**src/rtl/uf_ram.sv**
```systemverilog
// generic single-write, single-read ram with registered read data
// no dependencies
module uf_ram #(
  parameter int WIDTH = 8,
  parameter int DEPTH = 16
) (
  input  logic                     clk,
  input  logic                     we,
  input  logic [$clog2(DEPTH)-1:0] waddr,
  input  logic [WIDTH-1:0]         wdata,
  input  logic [$clog2(DEPTH)-1:0] raddr,
  output logic [WIDTH-1:0]         rdata
);

  logic [WIDTH-1:0] mem [DEPTH];

  always_ff @(posedge clk) begin
    if (we) begin
      mem[waddr] <= wdata;
    end
    rdata <= mem[raddr];
  end

endmodule

```
**config.mk**
```make
export PLATFORM = sky130hd
export DESIGN_NAME = uf_ram
export DESIGN_NICKNAME = d
export VERILOG_FILES = /design/src/rtl/uf_ram.sv
export SDC_FILE = /design/constraint.sdc
export NUM_CORES = 1
export LEC_CHECK = 0
export BUFFER_PORTS_ARGS = -buffer_cell sky130_fd_sc_hd__buf_4
export CAP_MARGIN = 20
export CORE_AREA = 4 4 108 100
export DETAILED_ROUTE_END_ITERATION = 6
export DIE_AREA = 0 0 112 104
export PLACE_DENSITY_LB_ADDON = 0.15
export SYNTH_ARGS = -nofsm -noshare
export SYNTH_HDL_FRONTEND = slang
export SYNTH_SLANG_ARGS = --single-unit
```
**constraint.sdc**
```tcl
create_clock -name clk -period 1.9 [get_ports clk]
set_input_delay 0.38 -clock clk [delete_from_list [all_inputs] [get_ports clk]]
set_output_delay 0.38 -clock clk [all_outputs]
set_load 0.05 [all_outputs]
```
; ---- Yosys cells after proc, flatten, opt, wreduce, memory -nomap -nowiden
; Memory sizes are Yosys's and may differ from the RTL's. A register that Yosys moved wholly into a read port is not among the register bits.
; Index checks and enable logic that the tools add are counted.
[op_classes]
n_mux = 2
[ops]
columns = cell, n
row1 = two-way mux 1 bit, 2
[word_totals]
register_bits = 0
ram_bits = 128
wordCells = 3
memories = 1
[mem_list]
columns = name, depth, word_bits, read_ports, rd_clocked_by_memory_dff, write_ports, line_no
row1 = mem, 16, 8, 1, 1, 1, 15  ; logic [WIDTH-1:0] mem [DEPTH];

; ---- Logic depth before layout (Yosys ltp)
[depth]
ltp_word = 2
ltp_mapped = 5

; ---- Least setup slack after synthesis
; OpenSTA, ideal clock, no wires.
[synth_path]
path_type = input-to-reg
startpoint = in waddr[2]
endpoint = mem mem[0][0] (enable)
setup_time_ns = 0.383
arrival_time_ns = 1.490
slack_ns = 0.027
path_stages = 2
n_path_buf = 0
cell_sequence = or3b_2 -> nor3_1
[synth_lines]
columns = item, line_no
row1 = "start, declared", 9  ; input logic [$clog2(DEPTH)-1:0] waddr,
row2 = "end, declared", 15
; No word-level cell before the write port.

; ---- Worst setup path in the final report
[layout_path]
startpoint = reg rdata[1], read port of mem
endpoint = out rdata[1]
[layout_lines]
columns = item, line_no
row1 = "start, declared", 12  ; output logic [WIDTH-1:0] rdata
; No word-level cell between the ends.

==> results.json <==
{
  "status": "completed",
  "leakagePower_nw": 2.15,
  "hp-class": "primary input to flip-flop",
  "p_seq_frac": 0.470,
  "vias": 2412,
  "dp.final_hpwl_um": 6350,
  "drv_slew": 0,
  "holdBufCountCts": 0,
  "cts_buffer_depth": 2,
  "cts_resized": 0,
  "period_share": 0.785,
  "post_drt_wl_per_cell_um": 23.4,
  "slew-limit-headroom": 0.486,
  "grt_first_pass_wirelength_um": 15600,
  "area.sequential_um2": 4000,
  "max_freq_mhz": 670,
  "antenna_left": 0,
  "cp-startpoint": "rdata[1]$_DFF_P_",
  "tightest_slew_ns": 0.768,
  "drt_iter0_markers": 142,
  "hold_violations": 0,
  "comb_power_share": 0.058,
  "io_pins": 26,
  "synthCells": 229,
  "holdCritStartpoint": "wdata[4]",
  "drt-pass1-iter-count": 4,
  "drive_gt1_frac": 0.324,
  "io_buffers": 25,
  "htreeDepth": 4,
  "worstSetupPathType": "flip-flop to output port",
  "areaGrowthSynthToFinish_pct": 21.6,
  "ir_drop_mv": 0.834,
  "power.density_nw_per_um2": 1150,
  "post-route-min-period_ns": 1.49,
  "start_util": 0.538,
  "die_height_um": 104,
  "clock_skew_ns": 0.0165,
  "cp_max_fo": 1,
  "synth_seq_cells": 136,
  "drc": 0,
  "die_area_um2": 11600,
  "r2r_start": "mem[9][2]$_DFFE_PP_",
  "vias_per_cell": 5.68,
  "p_switching_mw": 1.51,
  "grt_pass1_vias": 2578,
  "placedInstanceArea_um2": 5640,
  "p_sw_frac": 0.210,
  "setup_total_negative_slack_ns": 0,
  "total_power_mw": 7.18,
  "clk_pin_slew_ns": 0.06,
  "cp_num_buf_inv": 1,
  "critPathRequiredTime_ns": 1.52,
  "place_congestion": 0.741,
  "slowest_stage": "dfxtp_1",
  "synth_cell_type_count": 19,
  "core_um2": 9570,
  "track_usage": 0.190,
  "rsz0062_at_grt": "false",
  "cap_violations": 0,
  "synth.cell_area_um2": 5150,
  "ys_seq_area_frac": 0.778,
  "cts_tree": "built",
  "grt_start_max_net_pins": 18,
  "crit_path_cell_trace": "buf_4",
  "clkPwrFrac": 0.472,
  "final_common_cell": "edfxtp_1",
  "final_area_um2": 6260,
  "yosysWarningCount": 0,
  "p_int_mw": 5.67,
  "critPathTopFamily": "flip-flops",
  "max_stage_delay_ns": 0.36,
  "rows": 34,
  "syn_nets": 247,
  "avgSynthCellArea_um2": 22.5,
  "grt_overflow_total": 0,
  "end_kind": "output port",
  "crit_path_start_kind": "flip-flop",
  "finalCoreUtilization": 0.654,
  "nets": 304,
  "worst_hold_slack_ns": 0.146,
  "timing.final.setup_violations": 0,
  "routed_wl_um": 9950,
  "cts.sink_count": 136,
  "antenna_found_initial": 0,
  "antenna_cells": 0,
  "multi_input_area_um2": 1060,
  "cts_root_buffer": "clkbuf_8",
  "die_x_um": 112,
  "post_cts_buffers": 0,
  "most-common-layout-cells": "edfxtp_1 (128), buf_4 (43), mux4_2 (18)",
  "insertion_delay_ns": 0.54,
  "cp.arrival_ns": 1.11,
  "num-fill-cells": 634,
  "cts_buffers": 17
}
-- layer usage --
metal	track usage	routed length, µm	vias to the layer above
met1	0.268	4410	1237
met3	0.0617	661	7
met2	0.278	4780	80
met4	0.0721	97	0
met5	0	0	-
li1	-	-	1088
-- flip-flops by register name, indices dropped and copies added, names as in the netlist --
signal,flops
rdata,8
mem,128
-- cell usage after synthesis --
cell type	number	area, µm²
edfxtp_1	128	3840
mux4_2	18	405
a22oi_1	16	120
mux4_1	14	368
nor2_1	13	48.8
nand2_1	9	33.8
dfxtp_1	8	160
nor3_1	4	20.0
buf_2	3	15.0
buf_6	3	33.8
clkdlybuf4s25_2	3	30.0
nand2b_1	2	12.5
nand3b_1	2	15.0
and2_1	1	6.26
and2b_1	1	7.51
buf_4	1	7.51
nand3_1	1	5.00
nor2b_1	1	6.26
or3b_2	1	8.76
-- cell families after synthesis --
kind of cell           count (synthesis)  share of synthesized area
and+or+nand+nor                       35                     0.0318
DFF                                  136                      0.778
buffers and inverters                 10                     0.0168
AOI/OAI and AO/OA                     16                     0.0233
muxes                                 32                      0.150
-- area by class of cell --
cell class | instances | share of cell area
Clock buffer | 18 | 0.0668
Clock inverter | 14 | 0.0318
Multi-Input combinational cell | 83 | 0.169
Sequential cell | 136 | 0.640
Tap cell | 126 | 0.0252
Timing Repair Buffer | 48 | 0.0676
-- final timing paths --
check | endpoint | slack (ns) | depth (start not counted)
min | mem[12][4]$_DFFE_PP_ | 0.15 | 1
min reg2reg | rdata[3]$_DFF_P_ | 0.67 | 3
max reg2reg | rdata[2]$_DFF_P_ | 0.48 | 3
max | rdata[1] | 0.41 | 1
-- power by group through the flow --
stage	Clock (mW)	Sequential, mW	Combinational (mW)
floorplan	0	3.50	0.170
global placement	0	3.44	0.413
detailed placement	0	3.44	0.419
CTS	3.46	3.38	0.421
global route	3.60	3.38	0.444
finish	3.39	3.38	0.414
-- stage by stage --
stage | worst slack, ns | cells
floorplan | 0.0271 | 229
global placement | 0.102 | 393
detailed placement | 0.0660 | 393
CTS | 0.382 | 425
global route | 0.376 | 425
finish | 0.408 | 425
Note: power is estimated with default switching activity, not from simulation.
